<file path="src/rtl/btag_pkg.sv">
// Package: types, constants and codes for the blit texture address generator.
`timescale 1ns / 1ps
`default_nettype none
package btag_pkg;

  localparam int MAX_DIM_DEF = 4096;

  localparam int OFF_W  = 12;
  localparam int ORG_W  = 12;
  localparam int SIZE_W = 13;
  localparam int MODE_W = 3;
  localparam int IDX_W  = 3;
  localparam int DATA_W = 13;
  localparam int NUM_W  = OFF_W + SIZE_W;
  localparam int REM_W  = SIZE_W + 1;
  localparam int LANES  = 2;

  localparam logic [MODE_W-1:0] MODE_NONE    = 3'd0;
  localparam logic [MODE_W-1:0] MODE_REPEAT  = 3'd1;
  localparam logic [MODE_W-1:0] MODE_CLAMP   = 3'd2;
  localparam logic [MODE_W-1:0] MODE_MIRROR  = 3'd3;
  localparam logic [MODE_W-1:0] MODE_STRETCH = 3'd4;

  localparam logic [IDX_W-1:0] REG_ADDRESS_MODE    = 3'd0;
  localparam logic [IDX_W-1:0] REG_SOURCE_ORIGIN_X = 3'd1;
  localparam logic [IDX_W-1:0] REG_SOURCE_ORIGIN_Y = 3'd2;
  localparam logic [IDX_W-1:0] REG_SOURCE_WIDTH    = 3'd3;
  localparam logic [IDX_W-1:0] REG_SOURCE_HEIGHT   = 3'd4;
  localparam logic [IDX_W-1:0] REG_DEST_WIDTH      = 3'd5;
  localparam logic [IDX_W-1:0] REG_DEST_HEIGHT     = 3'd6;

  typedef struct packed {
    logic [OFF_W-1:0] offset_x;
    logic [OFF_W-1:0] offset_y;
  } in_item_t;

  typedef struct packed {
    logic [SIZE_W-1:0] sample_x;
    logic [SIZE_W-1:0] sample_y;
    logic              sample_valid;
  } out_item_t;

  typedef struct packed {
    logic [MODE_W-1:0] address_mode;
    logic [ORG_W-1:0]  source_origin_x;
    logic [ORG_W-1:0]  source_origin_y;
    logic [SIZE_W-1:0] source_width;
    logic [SIZE_W-1:0] source_height;
    logic [SIZE_W-1:0] dest_width;
    logic [SIZE_W-1:0] dest_height;
  } cfg_t;

  typedef struct packed {
    logic [MODE_W-1:0] mode;
    logic [SIZE_W-1:0] s;
    logic [ORG_W-1:0]  org;
    logic [SIZE_W-1:0] ssize;
    logic              dzero;
  } axis_side_t;

  typedef struct packed {
    logic [REM_W-1:0] rem;
    logic [NUM_W-1:0] nq;
    logic [REM_W-1:0] den;
    axis_side_t       side;
  } div_lane_t;

endpackage
`default_nettype wire

</file>
<file path="src/rtl/btag_divider.sv">
// Pipelined restoring divider, one quotient bit per stage, two lanes.
`timescale 1ns / 1ps
`default_nettype none
module btag_divider (
  input  wire logic                                 clk,
  input  wire logic                                 rst,
  input  wire logic                                 en,
  input  wire logic                                 in_vld,
  input  wire btag_pkg::div_lane_t [btag_pkg::LANES-1:0] in_lanes,
  output logic                                      out_vld,
  output btag_pkg::div_lane_t [btag_pkg::LANES-1:0] out_lanes
);
  import btag_pkg::*;

  function automatic div_lane_t step(input div_lane_t a);
    logic [REM_W:0]   trial;
    logic [REM_W:0]   diff;
    logic             q;
    div_lane_t        b;
    b     = a;
    trial = {a.rem, a.nq[NUM_W-1]};
    diff  = trial - {1'b0, a.den};
    q     = (trial >= {1'b0, a.den});
    b.rem = q ? diff[REM_W-1:0] : trial[REM_W-1:0];
    b.nq  = {a.nq[NUM_W-2:0], q};
    return b;
  endfunction

  div_lane_t [LANES-1:0] st [NUM_W];
  logic [NUM_W-1:0]      vld;

  always_ff @(posedge clk) begin
    if (rst) begin
      vld <= '0;
    end else if (en) begin
      vld <= {vld[NUM_W-2:0], in_vld};
    end
  end

  always_ff @(posedge clk) begin
    if (en) begin
      for (int j = 0; j < LANES; j++) begin
        st[0][j] <= step(in_lanes[j]);
        for (int k = 1; k < NUM_W; k++) begin
          st[k][j] <= step(st[k-1][j]);
        end
      end
    end
  end

  assign out_vld   = vld[NUM_W-1];
  assign out_lanes = st[NUM_W-1];

endmodule
`default_nettype wire

</file>
<file path="config.mk">
export PLATFORM = sky130hd
export DESIGN_NAME = btag_divider
export DESIGN_NICKNAME = d
export VERILOG_FILES = /design/src/rtl/btag_pkg.sv /design/src/rtl/btag_divider.sv
export SDC_FILE = /design/constraint.sdc
export NUM_CORES = 2
export LEC_CHECK = 0
export BUFFER_PORTS_ARGS = -buffer_cell sky130_fd_sc_hd__buf_2
export CORE_ASPECT_RATIO = 1.5
export CORE_MARGIN = 2
export CORE_UTILIZATION = 30
export CTS_CLUSTER_SIZE = 12
export DETAILED_ROUTE_END_ITERATION = 16
export PLACE_DENSITY = 0.44
export SLEW_MARGIN = 20
export SYNTH_ARGS = -nofsm -noshare
export SYNTH_HDL_FRONTEND = slang
export SYNTH_MEMORY_MAX_BITS = 65536
export SYNTH_SLANG_ARGS = --single-unit
</file>
<file path="constraint.sdc">
create_clock -name clk -period 3.9 [get_ports clk]
set_input_delay 0.78 -clock clk [delete_from_list [all_inputs] [get_ports clk]]
set_output_delay 0.78 -clock clk [all_outputs]
set_load 0.005 [all_outputs]
</file>
==> run metrics <==
status finished, final reports clean; Tightest Pin Transition 0.9686 ns; CP Cell Sequence inv_1 > ha_1 > nor2b_1 > o21a_1 > o21ai_0 > nand2_1 > a21oi_2 > o22ai_1 > a21oi_2 > mux2_2; Slew Limit Fails 0; setup tns final 0 ns; Worst setup SP type register; post-synthesis compound-gate area fraction 6.667%; drt pass-1 iters 6; critical path class register to register; largest incremental delay on the critical path 0.69 ns; Vias/cell 4.385; dpl cells 19809; Worst-path clk slew 0.06 ns; Synth cell types 85; Post-Syn Area 0.1875 mm²; Core ar. 0.6227 mm²; multiplexer share of the synthesized area 1.714%; RD Place Congestion 0.8513; main combinational cell family by area after synthesis compound AO/OA/AOI/OAI gates; Initial Util 30.11%; CTS Sinks 4775; Post-synth ARST share 0%; synthesized net count 12227; share of the synthesized area in the top cell type 76.07%; grt ovf 0; Yosys warning total 0; Inserted Clock Buffers 553; # port buffers 384; Clock Root Buffer clkbuf_16; CTS Buffer Depth 5; Boundary Pins 385; routed length per instance 16.35 µm; Cell Count, Final, Fillers Out 20808; final WL 340.2 mm; top_reg_cell synth edfxtp_1; GRT Total Usage 10.62%; XOR/XNOR Fraction of Synth Area 2.256%; min Tclk post-route 3.701 ns; EDFF count, synth 4750; Hold Vio Cnt, Final 0; post-CTS sizing 0; LEAKAGE 79.91 nW; Die ar. 0.6315 mm²; top cells by area, synth edfxtp_1, ha_1, inv_1; Slowest-stage cell, CP edfxtp_1; cell count after synthesis 11233; initial DRC count 5131; latest clock arrival within the worst-skew pair 1.01 ns; height of the die 972.3 µm; Die X 649.5 µm; Reg2Reg Setup Slack 0.20 ns; Seq cells post-synth 4775; count of final setup violators 0; RSZ-0062 raised after global routing no; sequential area share after synthesis 76.34%; Synth Area in Adders 5.538%; Slew headroom 35.43%; Synth-to-Final Area Change 16.52%; simple-gate area share of the yosys netlist 4.470%; Most Frequent Cell on Critical Path a21oi_2; antenna violations before repair 12; clock skew 0.07979 ns; maxcap violations 0; largest net degree at the start of global routing 154; first-pass GRT wire length 533.7 mm; # rows 355; vias in the first global route 98102; worst min path class input port to register; fill count 58710; DRT antenna net count 0; Nets 13322; CTS tree done; DR vias 91244; Max rail drop VDD 329.0 µV; most common cell after layout, fill and taps aside edfxtp_1; H-tree Lvls 6; DRC violations left 0; crit end category register; postcts setup bufs 0; crit path DAT 4.40 ns; Mean Syn Cell Area 16.69 µm²; worst path bufs/invs 1; largest area contributor in the netlist edfxtp_1; share of layout cells above drive strength 1 13.40%; Max FO, Critical Path 14; DP HPWL 232.2 mm; Max Fclk 270.2 MHz; PwrDens 705.8 mW/mm²; commonest cells after routing, fill and taps aside edfxtp_1, inv_1, ha_1, clkbuf_16, a21oi_1; worst endpoint required time 4.60 ns; Top delay family on crit path compound AO/OA/AOI/OAI gates; Tcrit/Tclk final 94.90%
[routing by layer]
metal / up-vias / track usage [%] / part of all wire (%)
met4: 0 / 6.349 / 5.7
met3: 929 / 2.048 / 3.6
met1: 44331 / 10.73 / 37
met5: - / 0 / 0
li1: 44332 / - / -
met2: 1652 / 20.10 / 53
[kinds of logic after synthesis]
| group | Yosys count |
|---|---|
| AO/OA/AOI/OAI | 1925 |
| adder cells (fa/ha/maj) | 800 |
| multiplexers | 288 |
| flip-flops | 4775 |
| XOR/XNOR | 483 |
| buffers and inverters | 1249 |
| AND/OR/NAND/NOR | 1713 |
[stage by stage]
step	power (mW)	util, %	hold WS [ns]	worst slack [ns]	cell area, µm²
2_1_floorplan	96.92	-	0.4003	0.7152	187500
3_3_place_gp	107.3	32.25	0.4001	0.1759	200900
3_5_place_dp	108.5	32.25	0.4045	0.1667	200900
4_1_cts	157.0	35.08	0.002758	0.1379	218500
5_1_grt	163.4	35.08	0.01524	0.05899	218500
6_report	154.2	35.08	0.07169	0.1989	218500
[where the power goes]
part	internal (mW)	leakage (nW)	total [mW]	switching, mW
Clock	27.6	7.73	46.8	19.2
Sequential	65.8	46.6	69.2	3.36
Combinational	16.8	25.6	38.2	21.5
Total	110	79.9	154	44.0
[final timing paths]
kind	startpoint	to	cells past startpoint
worst max-delay path	st[0][3558]$_DFFE_PP_	st[0][3787]$_DFFE_PP_	10
worst min-delay path	in_lanes[69]	st[0][70]$_DFFE_PP_	1
worst max register to register	st[0][3558]$_DFFE_PP_	st[0][3787]$_DFFE_PP_	10
worst min register to register	st[0][1959]$_DFFE_PP_	st[0][2150]$_DFFE_PP_	0
[flip-flops by register name, indices dropped and copies added, names as in the netlist]
signal  count
st       4750
vld        25
[cell type report]
class | instances | area, µm² | area share (%)
multi-input cells | 5209 | 38710 | 17.72
flip-flops and latches | 4775 | 143100 | 65.52
inverters | 936 | 3513 | 1.608
well taps | 8211 | 10270 | 4.702
clock inverters | 154 | 1484 | 0.6792
repair buffers | 853 | 6972 | 3.191
diodes | 6 | 15.01 | 0.006872
clock buffers | 664 | 14370 | 6.578
[cells in the mapped netlist, types with 62 or more instances]
cell / n
ha_1: 750
buf_4: 208
xor2_1: 220
inv_1: 936
nand2b_1: 103
a31oi_1: 62
xnor2_1: 263
nand4_1: 90
nand2_1: 494
nor3_1: 132
a21o_1: 214
edfxtp_1: 4750
nor2_1: 501
mux2_2: 232
o21ai_0: 486
nand3_1: 87
a21oi_1: 546
o21a_1: 138
[timing repair]
item,4_1_cts,5_1_grt
endpoints found under the setup margin,0,0
hold buffers,175,0
endpoints found under the hold margin,175,0
Note: power is estimated with default switching activity, not from simulation.
