===== src/rtl/btag_pkg.sv =====
// Package: types, constants and codes for the blit texture address generator.
`timescale 1ns / 1ps
`default_nettype none
package btag_pkg;

  localparam int MAX_DIM_DEF = 4096;

  localparam int OFF_W  = 12;
  localparam int ORG_W  = 12;
  localparam int SIZE_W = 13;
  localparam int MODE_W = 3;
  localparam int IDX_W  = 3;
  localparam int DATA_W = 13;
  localparam int NUM_W  = OFF_W + SIZE_W;
  localparam int REM_W  = SIZE_W + 1;
  localparam int LANES  = 2;

  localparam logic [MODE_W-1:0] MODE_NONE    = 3'd0;
  localparam logic [MODE_W-1:0] MODE_REPEAT  = 3'd1;
  localparam logic [MODE_W-1:0] MODE_CLAMP   = 3'd2;
  localparam logic [MODE_W-1:0] MODE_MIRROR  = 3'd3;
  localparam logic [MODE_W-1:0] MODE_STRETCH = 3'd4;

  localparam logic [IDX_W-1:0] REG_ADDRESS_MODE    = 3'd0;
  localparam logic [IDX_W-1:0] REG_SOURCE_ORIGIN_X = 3'd1;
  localparam logic [IDX_W-1:0] REG_SOURCE_ORIGIN_Y = 3'd2;
  localparam logic [IDX_W-1:0] REG_SOURCE_WIDTH    = 3'd3;
  localparam logic [IDX_W-1:0] REG_SOURCE_HEIGHT   = 3'd4;
  localparam logic [IDX_W-1:0] REG_DEST_WIDTH      = 3'd5;
  localparam logic [IDX_W-1:0] REG_DEST_HEIGHT     = 3'd6;

  typedef struct packed {
    logic [OFF_W-1:0] offset_x;
    logic [OFF_W-1:0] offset_y;
  } in_item_t;

  typedef struct packed {
    logic [SIZE_W-1:0] sample_x;
    logic [SIZE_W-1:0] sample_y;
    logic              sample_valid;
  } out_item_t;

  typedef struct packed {
    logic [MODE_W-1:0] address_mode;
    logic [ORG_W-1:0]  source_origin_x;
    logic [ORG_W-1:0]  source_origin_y;
    logic [SIZE_W-1:0] source_width;
    logic [SIZE_W-1:0] source_height;
    logic [SIZE_W-1:0] dest_width;
    logic [SIZE_W-1:0] dest_height;
  } cfg_t;

  typedef struct packed {
    logic [MODE_W-1:0] mode;
    logic [SIZE_W-1:0] s;
    logic [ORG_W-1:0]  org;
    logic [SIZE_W-1:0] ssize;
    logic              dzero;
  } axis_side_t;

  typedef struct packed {
    logic [REM_W-1:0] rem;
    logic [NUM_W-1:0] nq;
    logic [REM_W-1:0] den;
    axis_side_t       side;
  } div_lane_t;

endpackage
`default_nettype wire


===== src/rtl/btag_prep.sv =====
// First stage: sizes limited, sums, stretch product and divider operands.
`timescale 1ns / 1ps
`default_nettype none
module btag_prep #(
  parameter int MAX_DIM = btag_pkg::MAX_DIM_DEF
) (
  input  wire logic                             clk,
  input  wire logic                             rst,
  input  wire logic                             en,
  input  wire logic                             in_vld,
  input  wire btag_pkg::in_item_t               in_item,
  input  wire btag_pkg::cfg_t                   cfg,
  output logic                                  vld,
  output btag_pkg::div_lane_t [btag_pkg::LANES-1:0] lanes
);
  import btag_pkg::*;

  localparam int LIM_I = (MAX_DIM > (1 << SIZE_W) - 1) ? (1 << SIZE_W) - 1 : MAX_DIM;
  localparam logic [SIZE_W-1:0] LIM = SIZE_W'(LIM_I);

  function automatic logic [SIZE_W-1:0] limit(input logic [SIZE_W-1:0] v);
    return (v > LIM) ? LIM : v;
  endfunction

  function automatic div_lane_t build(input logic [MODE_W-1:0] mode,
                                      input logic [OFF_W-1:0] off,
                                      input logic [ORG_W-1:0] org,
                                      input logic [SIZE_W-1:0] ssize_raw,
                                      input logic [SIZE_W-1:0] dsize_raw);
    logic [SIZE_W-1:0] ss;
    logic [SIZE_W-1:0] ds;
    logic [SIZE_W-1:0] s;
    div_lane_t         l;
    ss = limit(ssize_raw);
    ds = limit(dsize_raw);
    s  = SIZE_W'(org) + SIZE_W'(off);
    l.rem        = '0;
    l.side.mode  = mode;
    l.side.s     = s;
    l.side.org   = org;
    l.side.ssize = ss;
    l.side.dzero = (ds == '0);
    case (mode)
      MODE_REPEAT: begin
        l.nq  = NUM_W'(s);
        l.den = REM_W'(ss);
      end
      MODE_MIRROR: begin
        l.nq  = NUM_W'(s);
        l.den = {ss, 1'b0};
      end
      MODE_STRETCH: begin
        l.nq  = NUM_W'(off) * NUM_W'(ss);
        l.den = REM_W'(ds);
      end
      default: begin
        l.nq  = NUM_W'(s);
        l.den = REM_W'(1);
      end
    endcase
    return l;
  endfunction

  always_ff @(posedge clk) begin
    if (rst) begin
      vld <= 1'b0;
    end else if (en) begin
      vld <= in_vld;
    end
  end

  always_ff @(posedge clk) begin
    if (en) begin
      lanes[0] <= build(cfg.address_mode, in_item.offset_x, cfg.source_origin_x,
                        cfg.source_width, cfg.dest_width);
      lanes[1] <= build(cfg.address_mode, in_item.offset_y, cfg.source_origin_y,
                        cfg.source_height, cfg.dest_height);
    end
  end

endmodule
`default_nettype wire


===== config.mk =====
export PLATFORM = sky130hd
export DESIGN_NAME = btag_prep
export DESIGN_NICKNAME = d
export VERILOG_FILES = /design/src/rtl/btag_pkg.sv /design/src/rtl/btag_prep.sv
export SDC_FILE = /design/constraint.sdc
export NUM_CORES = 1
export LEC_CHECK = 0
export BUFFER_PORTS_ARGS = -buffer_cell sky130_fd_sc_hd__buf_2
export CAP_MARGIN = 20
export CORE_ASPECT_RATIO = 1.4
export CORE_MARGIN = 4
export CORE_UTILIZATION = 63
export CTS_CLUSTER_DIAMETER = 80
export CTS_CLUSTER_SIZE = 12
export DETAILED_ROUTE_END_ITERATION = 12
export GPL_TIMING_DRIVEN = 1
export PLACE_DENSITY = 0.88
export RECOVER_POWER = 50
export SLEW_MARGIN = 20
export SYNTH_ARGS = -nofsm -noshare
export SYNTH_HDL_FRONTEND = slang
export SYNTH_SLANG_ARGS = --single-unit
export TNS_END_PERCENT = 1

===== constraint.sdc =====
create_clock -name clk -period 13.65 [get_ports clk]
set_clock_uncertainty 0.05 [all_clocks]
set_input_delay 2.0475 -clock clk [delete_from_list [all_inputs] [get_ports clk]]
set_output_delay 2.0475 -clock clk [all_outputs]
set_load 0.01 [all_outputs]

==> metrics.cfg, run 1 <==
[logic_synthesis]
ys_async_sr_fraction = 0
yosysWarnings = 0
avgSynthCellArea_um2 = 9.84
yosysMostFrequentCell = inv_1
synth_edf_count = 159
syn_area_mm2 = 0.0176
yosys.area.top_type = edfxtp_1
yosysSeqAreaShare = 0.273
yosys_register_bits = 160
synth_top_area_share = 0.272
synth.distinct_cells = 70
ys_top_cells_by_count = inv_1, nand2_1, fa_1
ys.flop_type = edfxtp_1
postSynthCellCount = 1785
yosys-top-cells-area = edfxtp_1, fa_1, ha_1

[routing]
route.detailed.drc = 0
vias = 13600
first_iter_violations = 706
viasPerCell = 5.71
drt_wl_total_mm = 45.5
first_pass_iters = 5
antenna_left = 0
wl_per_cell_um = 19.1

[sta]
hold_viol_final = 0
min_period_ns = 7.75
drv_slew = 101
setup_viol = 0
worst_pin_slew_ns = 5.56
relSlewSlack = -2.70
finalSetupTns_ns = 0
period_share = 0.568
rsz0062_at_grt = false
fmax_mhz = 129

[global_routing]
grt_antenna_before_repair = 3
grt_pass1_vias = 14600
grtUsageTotal = 0.303
grt_pass1_wl_mm = 72.3
grt.overflow.total = 0
grt_max_degree = 101

[cts]
cts_buffers = 17
cts_hold_buf = 0
post_cts_buffers = 0
root_buffer = clkbuf_16
cts_sinks = 160
cts_resized = 0
clock_path_buffers = 2
tritoncts = built
htreeDepth = 4
insertion_delay_ns = 0.46
cts.clk_slew.worst_paths_ns = 0.07

[setup_path]
rrSetupSlack_ns = 13.01
r2r-start = vld
r2r_cells = 2
crit_arrival_ns = 7.90
cp-end-kind = flip-flop
path_cells = clkbuf_1, nand2b_1, inv_1, and2_1, fa_1, inv_1, fa_1, inv_1, fa_1, fa_1, inv_1, fa_1, inv_1, ha_1, a21o_1, a31o_4, a221oi_4, o41ai_1, nor3_1, nor3b_2
slowest_delay_ns = 0.75
startpoint = cfg[51]
reg2reg_to = vld
startpoint_type = primary input
crit_type = primary input to flip-flop
path_delay_family = adder cells
critPathBufInv = 6
critPathRequiredTime_ns = 13.80
cp_max_fo = 27
cpMaxStageDelayCell = clkbuf_1

[layout]
instances_no_fill = 2382
fin_nets = 2478
n_antenna_cell = 0
fin_area_mm2 = 0.0195
area_growth_pct = 10.9
drive_gt1_frac = 0.111

[status]
violations = capacitance limit, slew limit
outcome = finished with violations

[power_and_ir_drop]
vdd_drop_max_mv = 0.110
powerDensity_mw_per_mm2 = 121
power_leakage_nw = 9.33

[die]
rows = 72
die_w_um = 149
die_height_um = 206
start_util = 0.637
core_mm2 = 0.0276
dieArea_mm2 = 0.0306
ios = 298

[job]
maxCapViolations = 1

[worst_hold_path]
min_path_type = flip-flop to flip-flop
whs_endpoint = vld
hp-start = vld
hold_path_depth = 2

[placement]
placed_cell_area_mm2 = 0.0190
place_congestion = 0.896
port_buffers = 269
dp.cells = 2350
place_hpwl_mm = 35.5

sequential cells by signal, summed over array words and instances (netlist names):
| signal | count |
|---|---|
| lanes | 159 |
| vld | 1 |
cells in the final DEF (no fill, tap or decap), types with 5 or more instances in the layout:
| cell type | synthesis | routed |
|---|---|---|
| o221ai_1 | 22 | 22 |
| and3_1 | 9 | 9 |
| mux2_2 | 9 | 9 |
| conb_1 | 1 | 28 |
| o21ai_1 | 6 | 6 |
| nand2b_1 | 31 | 31 |
| nand2_1 | 279 | 278 |
| inv_1 | 325 | 325 |
| clkbuf_16 | 0 | 17 |
| nand4_1 | 8 | 8 |
| o21bai_1 | 9 | 9 |
| and2_1 | 115 | 115 |
| o21ai_0 | 28 | 28 |
| clkbuf_1 | 70 | 111 |
| edfxtp_1 | 159 | 159 |
| nor2b_1 | 6 | 6 |
| a211oi_1 | 9 | 9 |
| o211ai_1 | 7 | 7 |
| nor4_1 | 9 | 9 |
| nand3_1 | 15 | 15 |
| o31ai_1 | 6 | 6 |
| ha_1 | 150 | 150 |
| xor2_1 | 15 | 15 |
| xnor2_1 | 30 | 30 |
| nor2_1 | 47 | 47 |
| a21oi_1 | 49 | 49 |
| buf_2 | 5 | 160 |
| a21o_1 | 19 | 19 |
| fa_1 | 222 | 222 |
| nor3b_1 | 7 | 7 |
| mux2i_1 | 10 | 10 |
| nor3_1 | 17 | 17 |
| o21a_1 | 5 | 5 |
cell type report:
class                           instances  area, µm²
Clock buffer                           17        425
Clock inverter                         15        198
Fill cell                            2094       8100
Inverter                              325       1220
Multi-Input combinational cell       1220      11100
Sequential cell                       160       4790
Tap cell                              370        463
Timing Repair Buffer                  275       1250
report_power, final:
| part | leakage [nW] | internal, W | switching, W |
|---|---|---|---|
| Sequential | 1.55 | 0.000614 | 0.0000173 |
| Combinational | 7.48 | 0.000473 | 0.000744 |
| Clock | 0.301 | 0.000279 | 0.000233 |
kinds of logic (layout without fill, tap and decap cells):
| family | after synthesis | in the layout | share of synthesized area |
|---|---|---|---|
| AND/OR/NAND/NOR | 557 | 557 | 0.152 |
| buffers and inverters | 432 | 632 | 0.0994 |
| other | 1 | 28 | 0.000214 |
| flip-flops | 160 | 160 | 0.273 |
| adder cells (fa/ha/maj) | 372 | 372 | 0.360 |
| XOR/XNOR | 45 | 45 | 0.0224 |
| multiplexers | 19 | 19 | 0.0115 |
| AO/OA/AOI/OAI | 199 | 199 | 0.0814 |
worst max path at each step:
stage	to	cells past startpoint
3_5_place_dp	lanes[80]	20
5_1_grt	lanes[175]	20
4_1_cts	lanes[80]	20
3_3_place_gp	lanes[175]	20
2_1_floorplan	lanes[80]	20
6_report	lanes[80]	20
worst register-to-register path, delay by kind of cell, from the launching register on:
family,cells,cell delay (ns)
simple gates,1,0.05
flops,1,0.31
mux,1,0.12
stage by stage:
step,setup WS (ns),hold WS (ns),total power (W),util
after floorplan,6.38,0.478,0.00152,-
after global placement,5.99,0.418,0.00180,0.689
after detailed placement,5.85,0.437,0.00184,0.689
after CTS,6.33,0.453,0.00237,0.712
after global routing,5.54,0.512,0.00255,0.706
final,5.90,0.455,0.00236,0.706
routing by layer:
layer | global-route usage | routed length, µm | up-vias
met5 | 0 | 35 | -
met4 | 0.144 | 2070 | 6
met3 | 0.0535 | 3350 | 171
met2 | 0.556 | 24300 | 673
met1 | 0.338 | 15800 | 6645
li1 | - | - | 6113
Note: power is estimated with default switching activity, not from simulation.
==> run 2, diff against run 1 <==
--- a/config.mk
+++ b/config.mk
@@ -5,16 +5,17 @@
 export SDC_FILE = /design/constraint.sdc
 export NUM_CORES = 1
 export LEC_CHECK = 0
+export ABC_AREA = 1
 export BUFFER_PORTS_ARGS = -buffer_cell sky130_fd_sc_hd__buf_2
 export CAP_MARGIN = 20
 export CORE_ASPECT_RATIO = 1.4
 export CORE_MARGIN = 4
-export CORE_UTILIZATION = 63
+export CORE_UTILIZATION = 54
 export CTS_CLUSTER_DIAMETER = 80
 export CTS_CLUSTER_SIZE = 12
 export DETAILED_ROUTE_END_ITERATION = 12
 export GPL_TIMING_DRIVEN = 1
-export PLACE_DENSITY = 0.88
+export PLACE_DENSITY = 0.8
 export RECOVER_POWER = 50
 export SLEW_MARGIN = 20
 export SYNTH_ARGS = -nofsm -noshare
==> constraint.sdc (replaced) <==
create_clock -name clk -period 6.4 [get_ports clk]
set_clock_uncertainty 0.05 [all_clocks]
set_input_delay 0.96 -clock clk [delete_from_list [all_inputs] [get_ports clk]]
set_output_delay 0.96 -clock clk [all_outputs]
set_load 0.01 [all_outputs]
==> metrics.cfg, run 2 <==
[layout]
fin_nets = 3058  ; was 2478
drive_gt1_frac = 0.111  ; about the same
fin_area_mm2 = 0.0211  ; was 0.0195 mm²
largest_reg_flops = 159  ; unchanged
reg.largest.list = lanes: 159 flops, vld: 1 flops  ; unchanged
largest_register = lanes  ; unchanged
area_growth_pct = 13.2  ; was 10.9%
nFillCells = 3132  ; was 2094
final_cell_mix = nand2_1, inv_1, fa_1  ; was inv_1, nand2_1, fa_1
layout_commonest_cell = nand2_1  ; was inv_1
n_antenna_cell = 0  ; unchanged

[logic_synthesis]
synth-xor-area-share = 0.00988  ; was 0.0224
ys_async_sr_fraction = 0  ; unchanged
yosysMostFrequentCell = nand2_1  ; was inv_1
avgSynthCellArea_um2 = 8.15  ; was 9.84 µm²
yosys-top-cells-area = edfxtp_1, fa_1, nand2_1  ; was edfxtp_1, fa_1, ha_1
yosysSeqAreaShare = 0.258  ; was 0.273
synth_mux_area_frac = 0.000538  ; was 0.0115
synth_top_area_share = 0.257  ; was 0.272
yosys.area.top_type = edfxtp_1  ; unchanged
postSynthCellCount = 2285  ; was 1785
synth.distinct_cells = 40  ; was 70
synth-simple-area-share = 0.228  ; was 0.152
yosys_register_bits = 160  ; unchanged
synth_edf_count = 159  ; unchanged
syn_area_mm2 = 0.0186  ; was 0.0176 mm²
synth_compound_area_frac = 0.0293  ; was 0.0814
ys.flop_type = edfxtp_1  ; unchanged
yosysWarnings = 0  ; unchanged
synth_top_family_by_area = adder cells  ; unchanged
synthAdderAreaFrac = 0.340  ; was 0.360
ys_top_cells_by_count = nand2_1, inv_1, fa_1  ; was inv_1, nand2_1, fa_1

[die]
ios = 298  ; unchanged
core_mm2 = 0.0340  ; was 0.0276 mm²
dieArea_mm2 = 0.0375  ; was 0.0306 mm²
rows = 80  ; was 72
die_w_um = 165  ; was 149 µm
start_util = 0.547  ; was 0.637
die_height_um = 228  ; was 206 µm

[setup_path]
slowest_delay_ns = 0.51  ; was 0.75 ns
critPathRequiredTime_ns = 6.53  ; was 13.80 ns
cp_max_fo = 8  ; was 27
startpoint_type = primary input  ; unchanged
crit_arrival_ns = 6.08  ; was 7.90 ns
path_common_cell = fa_1
crit_type = primary input to flip-flop  ; unchanged
cp-end-kind = flip-flop  ; unchanged
r2r_cells = 2  ; unchanged
path_cells = buf_2, nor4_1, nand2_1, nand2_2, inv_2, buf_12, nor2_4, inv_1, nor2_1, fa_1, fa_1, fa_1, fa_1, inv_1, fa_1, inv_1, ha_1, nand2_1, inv_1, a21oi_1, nand3_1, xnor2_1, nor2_1  ; was clkbuf_1, nand2b_1, inv_1, and2_1, fa_1, inv_1, fa_1, inv_1, fa_1, fa_1, inv_1, fa_1, inv_1, ha_1, a21o_1, a31o_4, a221oi_4, o41ai_1, nor3_1, nor3b_2
cpMaxStageDelayCell = fa_1  ; was clkbuf_1

[routing]
route.detailed.drc = 0  ; unchanged
viasPerCell = 5.31  ; was 5.71
first_pass_iters = 5  ; unchanged
drt_wl_total_mm = 57.6  ; was 45.5 mm
antenna_left = 0  ; unchanged
vias = 16200  ; was 13.6k
first_iter_violations = 994  ; was 706
wl_per_cell_um = 18.9  ; was 19.1 µm

[cts]
htreeDepth = 4  ; unchanged
cts_resized = 0  ; unchanged
cts_sinks = 160  ; unchanged
insertion_delay_ns = 0.45  ; was 0.46 ns
cts.clk_slew.worst_paths_ns = 0.07  ; about the same
post_cts_buffers = 0  ; unchanged
root_buffer = clkbuf_16  ; unchanged
clock_path_buffers = 2  ; unchanged
cts_hold_buf = 0  ; unchanged
tritoncts = built  ; unchanged
cts_buffers = 17  ; unchanged

[status]
violations = capacitance limit, slew limit  ; unchanged
outcome = finished with violations  ; unchanged

[sta]
hold_viol_final = 0  ; unchanged
hold_slack_ns = 0.453  ; was 0.455 ns
fmax_mhz = 168
drv_slew = 140  ; was 101
min_period_ns = 5.95
period_share = 0.930
setup_viol = 0  ; unchanged
rsz0062_at_grt = false  ; unchanged
worst_pin_slew_ns = 2.89  ; was 5.56 ns
relSlewSlack = -0.924  ; was -2.70

[power_and_ir_drop]
powerDensity_mw_per_mm2 = 259  ; was 121 mW/mm²
vdd_drop_max_mv = 0.209  ; was 0.110 mV
power_leakage_nw = 11.2  ; was 9.33 nW

[global_routing]
grt_pass1_wl_mm = 89.8  ; was 72.3 mm
grt.overflow.total = 0  ; unchanged
grt_antenna_before_repair = 1  ; was 3
grt_pass1_vias = 17000  ; was 14.6k
grtUsageTotal = 0.315  ; was 0.303
grt_max_degree = 105  ; was 101

[job]
maxCapViolations = 2  ; was 1

[placement]
port_buffers = 269  ; unchanged
place_hpwl_mm = 47.4  ; was 35.5 mm
place_congestion = 0.992  ; was 0.896
placed_cell_area_mm2 = 0.0207  ; was 0.0190 mm²

[worst_hold_path]
min_path_type = flip-flop to flip-flop  ; unchanged
hold_path_depth = 2  ; unchanged

==> run 2: changes by cell type after synthesis, sizes merged, moves of 14 or more <==
| cell | delta |
|---|---|
| nand2 | +319 |
| inv | +207 |
| nor2 | +176 |
| nand3 | +132 |
| and2 | -112 |
| clkbuf | -34 |
| nand2b | -31 |
| xnor2 | -22 |
| o21ai | -20 |
| o221ai | -18 |
| a21o | -16 |
| buf | +14 |
==> run 2: cell families (layout without fill, tap and decap cells) <==
group	after synthesis	after routing
compound gates	94	94
xor+xnor	21	21
fa+ha+maj	372	372
buf+inv	623	902
flops	160	160
mux	1	1
other cells	1	28
simple gates	1013	1013
==> run 2: critical path: cells and delay by family <==
kind	cells	cell delay [ns]
AOI/OAI and AO/OA	1	0.19
and+or+nand+nor	8	1.34
adders and majority gates	6	2.68
buffers and inverters	7	0.58
xor gates and xnor gates	1	0.31
==> run 2: layer usage <==
metal	GRT usage	part of all wire	wire length, µm
met1	0.333	0.34	19600
met4	0.203	0.074	4280
met2	0.586	0.54	30900
met3	0.0393	0.049	2850
met5	0	0	0
==> run 2: power by group <==
part / total, W / internal (W) / leakage, nW / switching, W
combinational: 0.00308 / 0.00112 / 9.34 / 0.00197
clock: 0.00102 / 0.000542 / 0.270 / 0.000481
sequential: 0.00134 / 0.00130 / 1.55 / 0.0000374
==> run 2: path summary, 6_finish.rpt <==
| path | startpoint | slack, ns | endpoint |
|---|---|---|---|
| hold / removal | vld | 0.45 | vld |
| setup / recovery | cfg[34] | 0.45 | lanes[164] |
| hold reg to reg | vld | 0.45 | vld |
| setup reg to reg | vld | 5.75 | vld |
==> run 2: final cells by class <==
| type | instances | area, µm² | share of cell area |
|---|---|---|---|
| clock buffer | 18 | 429 | 0.0204 |
| clock inverter | 13 | 128 | 0.00606 |
| inverter | 536 | 2010 | 0.0956 |
| multi-input combinational | 1529 | 11400 | 0.542 |
| sequential | 160 | 4790 | 0.228 |
| tap | 451 | 564 | 0.0268 |
| timing repair buffer | 335 | 1730 | 0.0819 |
==> run 2: metrics by stage <==
step / util / setup slack (ns) / std cells / power [W] / setup TNS [ns]
2_1_floorplan: - / 0.469 / 2312 / 0.00336 / 0
4_1_cts: 0.624 / 0.472 / 3042 / 0.00549 / 0
6_report: 0.619 / 0.447 / 3042 / 0.00545 / 0
5_1_grt: 0.619 / 0.118 / 3042 / 0.00590 / 0
3_3_place_gp: 0.608 / 0.0104 / 3011 / 0.00441 / 0
3_5_place_dp: 0.608 / -0.00514 / 3011 / 0.00445 / -0.00514
