$ cat config.mk
export PLATFORM = sky130hd
export DESIGN_NAME = btag_post
export DESIGN_NICKNAME = d
export VERILOG_FILES = /design/src/rtl/btag_pkg.sv /design/src/rtl/btag_post.sv
export SDC_FILE = /design/constraint.sdc
export NUM_CORES = 1
export LEC_CHECK = 0
export ABC_AREA = 1
export BUFFER_PORTS_ARGS = -buffer_cell sky130_fd_sc_hd__buf_4
export CAP_MARGIN = 20
export CORE_MARGIN = 3
export CORE_UTILIZATION = 35
export DETAILED_ROUTE_END_ITERATION = 12
export PLACE_DENSITY_LB_ADDON = 0.25
export RECOVER_POWER = 100
export SLEW_MARGIN = 20
export SYNTH_ARGS = -nofsm -noshare
export SYNTH_HDL_FRONTEND = slang
export SYNTH_SLANG_ARGS = --single-unit
$ cat constraint.sdc
create_clock -name clk -period 2.6 [get_ports clk]
set_clock_uncertainty 0.1 [all_clocks]
set_input_delay 0.13 -clock clk [delete_from_list [all_inputs] [get_ports clk]]
set_output_delay 0.13 -clock clk [all_outputs]
set_load 0.01 [all_outputs]
$ cat src/rtl/btag_pkg.sv
// Package: types, constants and codes for the blit texture address generator.
`timescale 1ns / 1ps
`default_nettype none
package btag_pkg;

  localparam int MAX_DIM_DEF = 4096;

  localparam int OFF_W  = 12;
  localparam int ORG_W  = 12;
  localparam int SIZE_W = 13;
  localparam int MODE_W = 3;
  localparam int IDX_W  = 3;
  localparam int DATA_W = 13;
  localparam int NUM_W  = OFF_W + SIZE_W;
  localparam int REM_W  = SIZE_W + 1;
  localparam int LANES  = 2;

  localparam logic [MODE_W-1:0] MODE_NONE    = 3'd0;
  localparam logic [MODE_W-1:0] MODE_REPEAT  = 3'd1;
  localparam logic [MODE_W-1:0] MODE_CLAMP   = 3'd2;
  localparam logic [MODE_W-1:0] MODE_MIRROR  = 3'd3;
  localparam logic [MODE_W-1:0] MODE_STRETCH = 3'd4;

  localparam logic [IDX_W-1:0] REG_ADDRESS_MODE    = 3'd0;
  localparam logic [IDX_W-1:0] REG_SOURCE_ORIGIN_X = 3'd1;
  localparam logic [IDX_W-1:0] REG_SOURCE_ORIGIN_Y = 3'd2;
  localparam logic [IDX_W-1:0] REG_SOURCE_WIDTH    = 3'd3;
  localparam logic [IDX_W-1:0] REG_SOURCE_HEIGHT   = 3'd4;
  localparam logic [IDX_W-1:0] REG_DEST_WIDTH      = 3'd5;
  localparam logic [IDX_W-1:0] REG_DEST_HEIGHT     = 3'd6;

  typedef struct packed {
    logic [OFF_W-1:0] offset_x;
    logic [OFF_W-1:0] offset_y;
  } in_item_t;

  typedef struct packed {
    logic [SIZE_W-1:0] sample_x;
    logic [SIZE_W-1:0] sample_y;
    logic              sample_valid;
  } out_item_t;

  typedef struct packed {
    logic [MODE_W-1:0] address_mode;
    logic [ORG_W-1:0]  source_origin_x;
    logic [ORG_W-1:0]  source_origin_y;
    logic [SIZE_W-1:0] source_width;
    logic [SIZE_W-1:0] source_height;
    logic [SIZE_W-1:0] dest_width;
    logic [SIZE_W-1:0] dest_height;
  } cfg_t;

  typedef struct packed {
    logic [MODE_W-1:0] mode;
    logic [SIZE_W-1:0] s;
    logic [ORG_W-1:0]  org;
    logic [SIZE_W-1:0] ssize;
    logic              dzero;
  } axis_side_t;

  typedef struct packed {
    logic [REM_W-1:0] rem;
    logic [NUM_W-1:0] nq;
    logic [REM_W-1:0] den;
    axis_side_t       side;
  } div_lane_t;

endpackage
`default_nettype wire

$ cat src/rtl/btag_post.sv
// Last stage: per-axis mode selection and output register.
`timescale 1ns / 1ps
`default_nettype none
module btag_post (
  input  wire logic                                 clk,
  input  wire logic                                 rst,
  input  wire logic                                 en,
  input  wire logic                                 in_vld,
  input  wire btag_pkg::div_lane_t [btag_pkg::LANES-1:0] in_lanes,
  output logic                                      out_vld,
  output btag_pkg::out_item_t                       out_item
);
  import btag_pkg::*;

  typedef struct packed {
    logic [SIZE_W-1:0] coord;
    logic              ok;
  } axis_res_t;

  function automatic axis_res_t finish(input div_lane_t l);
    logic [SIZE_W-1:0] q_rem;
    logic [REM_W-1:0]  fold;
    logic [NUM_W:0]    t;
    axis_res_t         r;
    q_rem = l.rem[SIZE_W-1:0];
    fold  = {l.side.ssize, 1'b0} - REM_W'(1) - l.rem;
    t     = {1'b0, l.nq} + (NUM_W + 1)'(l.side.org);
    r     = '0;
    if (l.side.ssize != '0) begin
      case (l.side.mode)
        MODE_NONE: begin
          r.coord = l.side.s;
          r.ok    = (l.side.s < l.side.ssize);
        end
        MODE_REPEAT: begin
          r.coord = q_rem;
          r.ok    = 1'b1;
        end
        MODE_CLAMP: begin
          r.coord = (l.side.s < l.side.ssize) ? l.side.s : l.side.ssize - SIZE_W'(1);
          r.ok    = 1'b1;
        end
        MODE_MIRROR: begin
          if (l.side.s < l.side.ssize) begin
            r.coord = l.side.s;
          end else if (l.rem < REM_W'(l.side.ssize)) begin
            r.coord = q_rem;
          end else begin
            r.coord = fold[SIZE_W-1:0];
          end
          r.ok = 1'b1;
        end
        MODE_STRETCH: begin
          if (!l.side.dzero) begin
            r.coord = t[SIZE_W-1:0];
            r.ok    = (t < (NUM_W + 1)'(l.side.ssize));
          end
        end
        default: begin
          r = '0;
        end
      endcase
    end
    return r;
  endfunction

  axis_res_t rx;
  axis_res_t ry;

  always_comb begin
    rx = finish(in_lanes[0]);
    ry = finish(in_lanes[1]);
  end

  always_ff @(posedge clk) begin
    if (rst) begin
      out_vld <= 1'b0;
    end else if (en) begin
      out_vld <= in_vld;
    end
  end

  always_ff @(posedge clk) begin
    if (en) begin
      out_item.sample_x     <= rx.coord;
      out_item.sample_y     <= ry.coord;
      out_item.sample_valid <= rx.ok & ry.ok;
    end
  end

endmodule
`default_nettype wire

==> reports/results.tsv, run 1 <==
metric	value	unit
status	finished, violations left	
failing checks	capacitance limit, slew limit	
Port Buf Inserts	193	
first-pass GRT wire length	42750	um
commonest non-fill, non-tap cell in the layout	nand2_1	
antenna diode count	0	
nature of the critical path startpoint	input pin	
ranking of synthesized cells by area	ha_1, nand2_1, edfxtp_1, inv_1, a21oi_1	
relative slew slack	-9.894	%
number of I/O pins	222	
RSZ-0062 raised after global routing	yes	
nets@finish	1858	
clock tree sinks	28	
Vias per Instance	5.049	
TritonRoute pass-1 iters	5	
pwr dens	294.2	mW/mm^2
Multi-input gate area	0.006197	sq mm
Synth Net Count	1572	
P_leak	0.005373	uW
largest net degree at the start of global routing	29	
WL/cell	15.14	um
Worst Setup End Kind	register	
worst slew pin tran	1.648	ns
CTS tree	done	
hpwl dp	23650	um
Crit path required time	2.51	ns
placed instance area	0.01005	sq mm
vias in the first global route	8553	
Seq cells post-synth	28	
distinct cell type count after synthesis	47	
Initial Util	35.91	%
Peak VDD IR	0.2519	mV
Tot GR Track Use	21.89	%
DRC errors left	0	
slowest CP cell	clkbuf_2	
top fanout value on the critical path	17	
die area	0.02351	sq mm
ys flop type	edfxtp_1	
Post-Syn Area	0.007596	sq mm
overall power	3030	uW
root buf cell	clkbuf_16	
DRT iter0 DRCs	619	
area grow syn2layout	35.60	%
Synth area leader	ha_1	
GPL Wtd Cong	0.9742	
worst skew pair latency	0.26	ns
CTS Buffer Depth	2	
commonest cells after routing, fill and taps aside	nand2_1, buf_4, inv_1	
ys async rst share	0	%
Max Cap Viol	1	
num rows	53	
Worst path most repeated cell	nand2_1	
Max Transition Viols Final	29	
via count	9159	
CP Cell Sequence	clkbuf_1 -> inv_1 -> ha_1 -> nand2_1 -> nor2_1 -> o21ai_0 -> nand2_1 -> nand3_1 -> nand2_1 -> clkbuf_2 -> o21ai_1 -> o211ai_1 -> o31ai_1 -> nand2_1 -> a21oi_1	
Post-synth EDFFs	27	
chip height	153.3	um
global route total overflow	0	
worst hold path class	in -> reg	
synth warn	0	
Final Cycle Share	96.18	%
minimum clock period	2.501	ns
WL final	27470	um
worst path bufs/invs	3	
Die X-Extent	153.3	um
Final Hold Violating Endpoints	0	
share of post-route cells with drive strength above 1	21.96	%
fin area	0.01030	sq mm
post-synth top area share	19.77	%
endpoints failing setup	0	
initial antenna violation count	0	
Achievable Freq	399.9	MHz
clock-pin slew on the worst setup and hold paths	0.07	ns
post-synthesis sequential area ratio	10.94	%
crit path kind	in -> reg	
number of fillers in the final layout	2211	
total CTS buffers	3	
H-tree depth reported by CTS	1	
CP top delay family	buffers and inverters	
Cells after Synth	1254	
CP arrival	2.41	ns
Syn Area/Cell	6.057	sq um
CP max stage delay	0.39	ns
FF+latch area	830.8	sq um
Routed Antenna Nets	0	
area of the core	0.02115	sq mm
[kinds of logic (layout without fill, tap and decap cells)]
| group | count (synthesis) | after routing | synth area share [%] |
|---|---|---|---|
| AOI/OAI and AO/OA | 265 | 265 | 19.27 |
| adders and majority gates | 124 | 124 | 20.82 |
| DFF | 28 | 28 | 10.94 |
| muxes | 1 | 1 | 0.1318 |
| xor gates and xnor gates | 58 | 58 | 6.687 |
| buffers and inverters | 211 | 496 | 10.64 |
| and+or+nand+nor | 567 | 567 | 31.51 |
[registers in the layout (all words and copies together), names as in the netlist]
register and cells:
out_item 27, out_vld 1
[layout make-up]
class	instances	area share, %
multi-input combinational	1015	60.17
timing repair buffer	293	20.15
sequential	28	8.066
inverter	199	7.252
tap	275	3.341
clock buffer	3	0.7289
clock inverter	1	0.2915
[what timing repair did]
item / CTS / global route
cloned: 0 / 0
pin swaps: 5 / 28
hold buffers: 1 / 0
endpoints found under the hold margin: 1 / 0
resized for setup: 6 / 40
setup buffers: 2 / 3
setup endpoints to repair: 1 / 1
[synth_stat cells, drive strengths merged, types with 5 or more instances]
master and number:
nand2 338, inv 199, a21oi 129, ha 120
nor2 104, o21ai 82, nand3 76, xor2 41
edfxtp 27, nor3 27, xnor2 17, o211ai 13
nand4 11, buf 8, a31oi 7, o21a 7
o21bai 6, or2 6, o22ai 5
[power by group]
part / total (uW) / switching, uW / internal [uW]
clock network: 480 / 173 / 308
registers: 563 / 14.2 / 549
logic: 1990 / 1110 / 880
[metrics by stage]
| stage | instances | util [%] | TNS (ns) | setup WS [ns] | hold WS [ns] |
|---|---|---|---|---|---|
| after CTS | 1811 | 48.32 | 0 | 0.001422 | 0.01879 |
| after global placement | 1804 | 47.52 | -0.2648 | -0.2648 | 0.1892 |
| after detailed placement | 1804 | 47.52 | -0.3207 | -0.3207 | 0.1943 |
| after floorplan | 1254 | - | 0 | 0.001798 | 0.1024 |
| final | 1814 | 48.69 | 0 | 0.09934 | 0.01551 |
| after global routing | 1814 | 48.69 | -0.2697 | -0.09805 | 0.03714 |
[worst min-delay path, stage by stage]
cell and delay [ns]:
buf_4 0.08, mux2i_1 0.06, nor2_1 0.08
[layer usage]
layer  share of wire [%]  vias to the layer above  GRT usage, %
li1                    -                     4741             -
met1                  47                     4093         32.02
met2                  45                      313         35.54
met3                 7.4                       12         2.888
met4                0.76                        0         2.249
met5                   0                        -             0
[path summary, 6_finish.rpt]
path                            depth (start not counted)  slack (ns)          start     endpoint
worst max-delay path                                   15         0.1  in_lanes[100]  out_item[4]
worst min-delay path                                    3        0.02         in_vld      out_vld
worst max register to register                          2        1.90        out_vld      out_vld
worst min register to register                          2        0.41        out_vld      out_vld
Power figures use the tool's default switching activity.
==> run 2, diff against run 1 <==
PLACE_DENSITY = 0.62   (was default)
PLACE_DENSITY_LB_ADDON = default   (was 0.25)
==> run 2 against run 1 <==
  * The run still ends with capacitance limit, slew limit left
  * Core utilization decreased by 0.34 points
  * Non-clock buffer count decreased by 7
  * Total power decreased by 1.0%
  * Setup slack got worse by 0.037 ns
  * Via count decreased by 0.33%
  * Clock power decreased by 5.6%
  * Maximum frequency decreased by 1.4%
  * Sequential cell count unchanged
  * Critical path depth increased by 5
  * Wire length decreased by 0.22%
  * Die area unchanged
  * Sequential power increased by 0.7%
  * Critical endpoint is now out_item[0]
  * Largest cell class unchanged
==> reports/results.tsv, run 2 (same netlist as run 1, synthesis figures left out) <==
metric	value	unit	change
Tot GR Track Use	21.80	%	-0.084 points
CTS Buffer Depth	2		unchanged
root buf cell	clkbuf_16		
top fanout value on the critical path	3		-14
endpoints failing setup	0		unchanged
DRC errors left	0		unchanged
placed instance area	0.01002	sq mm	-0.37%
pwr dens	293.3	mW/mm^2	-0.32%
Multi-input gate area	0.006166	sq mm	-0.50%
Initial Util	35.91	%	unchanged
crit path kind	in -> reg		
vias in the first global route	8579		+0.30%
Worst Setup End Kind	register		
H-tree depth reported by CTS	1		unchanged
Combinational Power Share	66.0	%	+0.4 points
nets@finish	1851		-0.38%
GRT busiest layer	met2		
net switching power	1271	uW	-1.8%
worst slew pin tran	1.521	ns	-0.1277 ns
Max Transition Viols Final	29		unchanged
met3 GRT Util	3.596	%	+0.71 points
commonest cells after routing, fill and taps aside	nand2_1, buf_4, inv_1		
num rows	53		unchanged
first-pass GRT wire length	42530	um	-0.52%
Sw Ratio	42.37	%	-0.36 points
M2 GR Usage	35.27	%	-0.27 points
clock tree sinks	28		unchanged
Die X-Extent	153.3	um	unchanged
TritonRoute pass-1 iters	5		unchanged
top flop regs	out_item (27), out_vld (1)		
chip height	153.3	um	unchanged
met1 Use GR	30.75	%	-1.3 points
worst hold path class	in -> reg		
via count	9129		-0.33%
die area	0.02351	sq mm	unchanged
Crit path required time	2.63	ns	+0.12 ns
Most flops, register	out_item		
P_int	1729	uW	-0.40%
minimum clock period	2.537	ns	+0.03666 ns
commonest non-fill, non-tap cell in the layout	nand2_1		
largest net degree at the start of global routing	29		unchanged
failing checks	capacitance limit, slew limit		
WL/cell	15.17	um	+0.17%
nature of the critical path startpoint	input pin		
global route total overflow	0		unchanged
antenna diode count	0		unchanged
CTS tree	done		
area of the core	0.02115	sq mm	unchanged
Max Cap Viol	1		unchanged
Clk pwr share	15.1	%	-0.7 points
DRT iter0 DRCs	566		-8.6%
share of post-route cells with drive strength above 1	21.67	%	-0.29 points
Port Buf Inserts	193		unchanged
worst skew pair latency	0.26	ns	about the same
relative slew slack	-1.384	%	+8.5 points
FF-to-FF setup slack	1.91	ns	about the same
CP arrival	2.57	ns	+0.16 ns
hpwl dp	23690	um	+0.17%
status	finished, violations left		
Final Hold Violating Endpoints	0		unchanged
initial antenna violation count	0		unchanged
Util after Layout	48.35	%	-0.34 points
FF+latch area	830.8	sq um	unchanged
area grow syn2layout	34.64	%	
Vias per Instance	5.052		about the same
Routed Antenna Nets	0		unchanged
Achievable Freq	394.1	MHz	-1.4%
total CTS buffers	3		unchanged
clock-pin slew on the worst setup and hold paths	0.07	ns	about the same
RSZ-0062 raised after global routing	yes		
GPL Wtd Cong	0.9991		+2.6%
Largest register FFs	27		unchanged
number of fillers in the final layout	2260		+2.2%
overall power	3000	uW	-1.0%
Peak VDD IR	0.3658	mV	+45%
WL final	27410	um	-0.22%
P_leak	0.005335	uW	-0.70%
number of I/O pins	222		unchanged
fin area	0.01023	sq mm	-0.70%
Final Cycle Share	97.59	%	+1.4 points
Flop pwr share	18.9	%	+0.3 points
[run 2: metrics by stage]
stage          hold slack, ns  setup TNS (ns)  instances  setup slack (ns)
3_5_place_dp           0.1940         -0.3221       1799           -0.3221
3_3_place_gp           0.1907         -0.2552       1799           -0.2552
2_1_floorplan          0.1024               0       1254          0.001798
4_1_cts               0.01194               0       1804          0.007811
6_report              0.01556               0       1807           0.06268
5_1_grt               0.04078         -0.1825       1807           -0.1494
[run 2: power groups by stage]
stage / clock network (uW) / registers (uW) / logic, uW
after floorplan: 0 / 594 / 1030
after global placement: 0 / 577 / 1880
after detailed placement: 0 / 578 / 1900
after CTS: 465 / 568 / 1930
after global routing: 484 / 570 / 2220
final: 453 / 567 / 1980
[run 2: final timing paths]
path              cells past startpoint         start          end
hold / removal                        3        in_vld      out_vld
hold reg to reg                       2       out_vld      out_vld
setup / recovery                     20  in_lanes[20]  out_item[0]
setup reg to reg                      2       out_vld      out_vld
[run 2: layer usage]
metal,share of wire (%),routed length (um)
met1,46,12710
met2,44,12080
met3,7.5,2063
met4,2.0,551
met5,0,0
[run 2: worst max-delay path: stages]
cell and delay [ns]:
buf_4 0.11, ha_1 0.33, buf_4 0.16, nand2_1 0.09, inv_2 0.04, a21oi_1 0.18, nand2_2 0.10, buf_4 0.15
a31oi_2 0.17, xnor2_2 0.11, ha_1 0.19, nor2_2 0.12, nand3_1 0.10, nor2_1 0.10, nand4_1 0.08, nor2_1 0.14
nand3_1 0.08, nand2_1 0.07, nand2_1 0.06, nor2_2 0.07
[run 2: final cells by class]
| class | instances | share of cell area (%) |
|---|---|---|
| multi-input cells | 1015 | 60.29 |
| repair buffers | 286 | 19.89 |
| flip-flops and latches | 28 | 8.123 |
| inverters | 199 | 7.304 |
| well taps | 275 | 3.364 |
| clock buffers | 3 | 0.7340 |
| clock inverters | 1 | 0.2936 |
[run 2: timing repair]
item / CTS / global route
pin swaps: 8 / 17
hold endpoints to repair: 1 / 0
endpoints found under the setup margin: 1 / 1
hold buffers: 1 / 0
buffers inserted: 0 / 3
gates resized for setup: 9 / 31
==> run 3, diff against run 2 <==
BUFFER_PORTS_ARGS = default   (was -buffer_cell sky130_fd_sc_hd__buf_4)
DONT_BUFFER_PORTS = 1   (was default)
PLACE_DENSITY = 0.48   (was 0.62)
==> run 3 against run 2 <==
  * The flow still finishes with violations (capacitance limit, slew limit)
  * Sequential cell count unchanged
  * Count of clock-buffer cells in the layout did not move
  * Critical path depth rose by 2
  * Die area did not move
  * Largest power group unchanged
  * Maximum frequency grew 1.8%
==> reports/results.tsv, run 3 (same netlist as run 1, synthesis figures left out) <==
metric	value	unit	change
slowest CP cell	fa_2		
status	finished, violations left		
CP startpoint	in_lanes[109]		
WL/cell	16.64	um	+9.7%
Die X-Extent	153.3	um	unchanged
area grow syn2layout	12.85	%	
nets@finish	1631		-12%
overall power	2615	uW	-13%
Final Cycle Share	95.87	%	-1.7 points
Final Hold Violating Endpoints	0		unchanged
largest net degree at the start of global routing	28		-3.4%
CTS tree	done		
DRC errors left	0		unchanged
Vias per Instance	5.128		+1.5%
Metal-1 WL	13160	um	+3.5%
area of the core	0.02115	sq mm	unchanged
via count	8144		-11%
global route total overflow	0		unchanged
endpoints failing setup	0		unchanged
worst hold path class	in -> reg		
worst r2r dst	out_vld		
Worst Setup End Kind	register		
Routed Antenna Nets	0		unchanged
commonest non-fill, non-tap cell in the layout	nand2_1		
CTS Buffer Depth	2		unchanged
hold depth	2		-1
Achievable Freq	401.2	MHz	+1.8%
WL final	26420	um	-3.6%
FF-to-FF Start	out_vld		
Worst Hold Path EP	out_item[6]		
die area	0.02351	sq mm	unchanged
CP max stage delay	0.37	ns	+0.04 ns
pwr dens	305.1	mW/mm^2	+4.0%
Most flops, register	out_item		
failing checks	capacitance limit, slew limit		
relative slew slack	-1.175	%	+0.21 points
hold_sp	in_lanes[126]		
Crit path required time	2.53	ns	-0.10 ns
RSZ-0062 raised after global routing	yes		
TritonRoute pass-1 iters	5		unchanged
share of post-route cells with drive strength above 1	9.070	%	-13 points
Initial Util	35.91	%	unchanged
H-tree depth reported by CTS	1		unchanged
crit path kind	in -> reg		
DRT iter0 DRCs	530		-6.4%
minimum clock period	2.492	ns	-0.04483 ns
clock-pin slew on the worst setup and hold paths	0.07	ns	about the same
number of fillers in the final layout	2326		+2.9%
Max Transition Viols Final	28		-3.4%
initial antenna violation count	1		+1
CP top delay family	simple AND/OR/NAND/NOR gates		
Post-CTS Setup Inserts	0		unchanged
total CTS buffers	3		unchanged
worst path bufs/invs	2		-2
met2 WL	10810	um	-11%
Max Used Layer	met4		
number of I/O pins	222		unchanged
Max Cap Viol	1		unchanged
clock tree sinks	28		unchanged
hpwl dp	23280	um	-1.7%
nature of the critical path startpoint	input pin		
FF-to-FF setup slack	1.33	ns	-0.58 ns
commonest cells after routing, fill and taps aside	nand2_1, inv_1, a21oi_1		
CP Cell Sequence	ha_4 -> fa_2 -> nand3_2 -> nand2_2 -> buf_6 -> nand2_4 -> nand2_4 -> xor2_2 -> ha_1 -> nand2_1 -> nor3_2 -> o211ai_1 -> nand3_1 -> nand2_1 -> nand2_1 -> nand2_1 -> nand2_1 -> nand3_1 -> nand3_1 -> nand2_1 -> inv_2 -> nor2_2		
GPL Wtd Cong	0.9170		-8.2%
Largest register FFs	27		unchanged
top fanout value on the critical path	3		unchanged
CP arrival	2.42	ns	-0.15 ns
worst slew pin tran	1.518	ns	-0.003126 ns
root buf cell	clkbuf_16		
WL met3	2206	um	+6.9%
chip height	153.3	um	unchanged
worst skew pair latency	0.26	ns	about the same
first-pass GRT wire length	41260	um	-3.0%
vias in the first global route	7691		-10%
Tot GR Track Use	21.45	%	-0.36 points
num rows	53		unchanged
Worst path most repeated cell	nand2_1		
Register-to-Register Path Depth	3		+1
top flop regs	out_item (27), out_vld (1)		
Port Buf Inserts	0		-100%
Peak VDD IR	0.4046	mV	+11%
Fin Setup TNS	0	ns	unchanged
P_leak	0.004382	uW	-18%
run 3: cell types whose count changed in the layout (fill, tap and decap cells not counted), sizes merged:
cell and delta:
buf -193, clkbuf -28, dlygate4sd3 +1, diode +1
run 3: metrics by stage:
stage	area [sq um]	setup slack [ns]	instances	hold WS (ns)	util (%)
after CTS	8504	0.02095	1587	0.05373	40.20
final	8572	0.1075	1588	0.05770	40.52
after global routing	8572	-0.1030	1588	0.07094	40.52
after global placement	8359	-0.1967	1580	0.1041	39.52
after floorplan	7604	0.001798	1254	0.1024	-
after detailed placement	8359	-0.2478	1580	0.1082	39.52
run 3: how the worst max path moves through the flow:
stage	to	slack, ns	cells after the start
6_report	out_item[0]	0.11	22
3_3_place_gp	out_item[0]	-0.20	18
2_1_floorplan	out_item[0]	0.002	21
3_5_place_dp	out_item[0]	-0.25	22
5_1_grt	out_item[0]	-0.10	22
4_1_cts	out_item[0]	0.02	22
run 3: report_power, final:
group | internal [uW] | switching, uW | total, uW | leakage, uW
clock network | 307 | 152 | 459 | 0.0000511
registers | 552 | 49.0 | 601 | 0.000267
logic | 634 | 922 | 1560 | 0.00406
run 3: area by class of cell:
type | count | area [sq um] | area share (%)
Clock buffer | 3 | 75.07 | 0.8758
Sequential cell | 28 | 830.8 | 9.692
Tap cell | 275 | 344.1 | 4.014
Multi-Input combinational cell | 1015 | 6055 | 70.63
Timing Repair Buffer | 66 | 488.0 | 5.693
Inverter | 199 | 747.0 | 8.714
Clock inverter | 1 | 30.03 | 0.3503
Antenna cell | 1 | 2.502 | 0.02919
run 3: routing by layer:
| metal | global-route usage, % | vias up |
|---|---|---|
| li1 | - | 4288 |
| met1 | 32.34 | 3586 |
| met2 | 32.35 | 256 |
| met3 | 4.643 | 14 |
| met4 | 2.079 | 0 |
| met5 | 0 | - |
run 3: what timing repair did:
item | CTS | global route
endpoints found under the hold margin | 28 | 0
gates resized for setup | 0 | 19
hold buffers | 3 | 0
setup endpoints to repair | 0 | 1
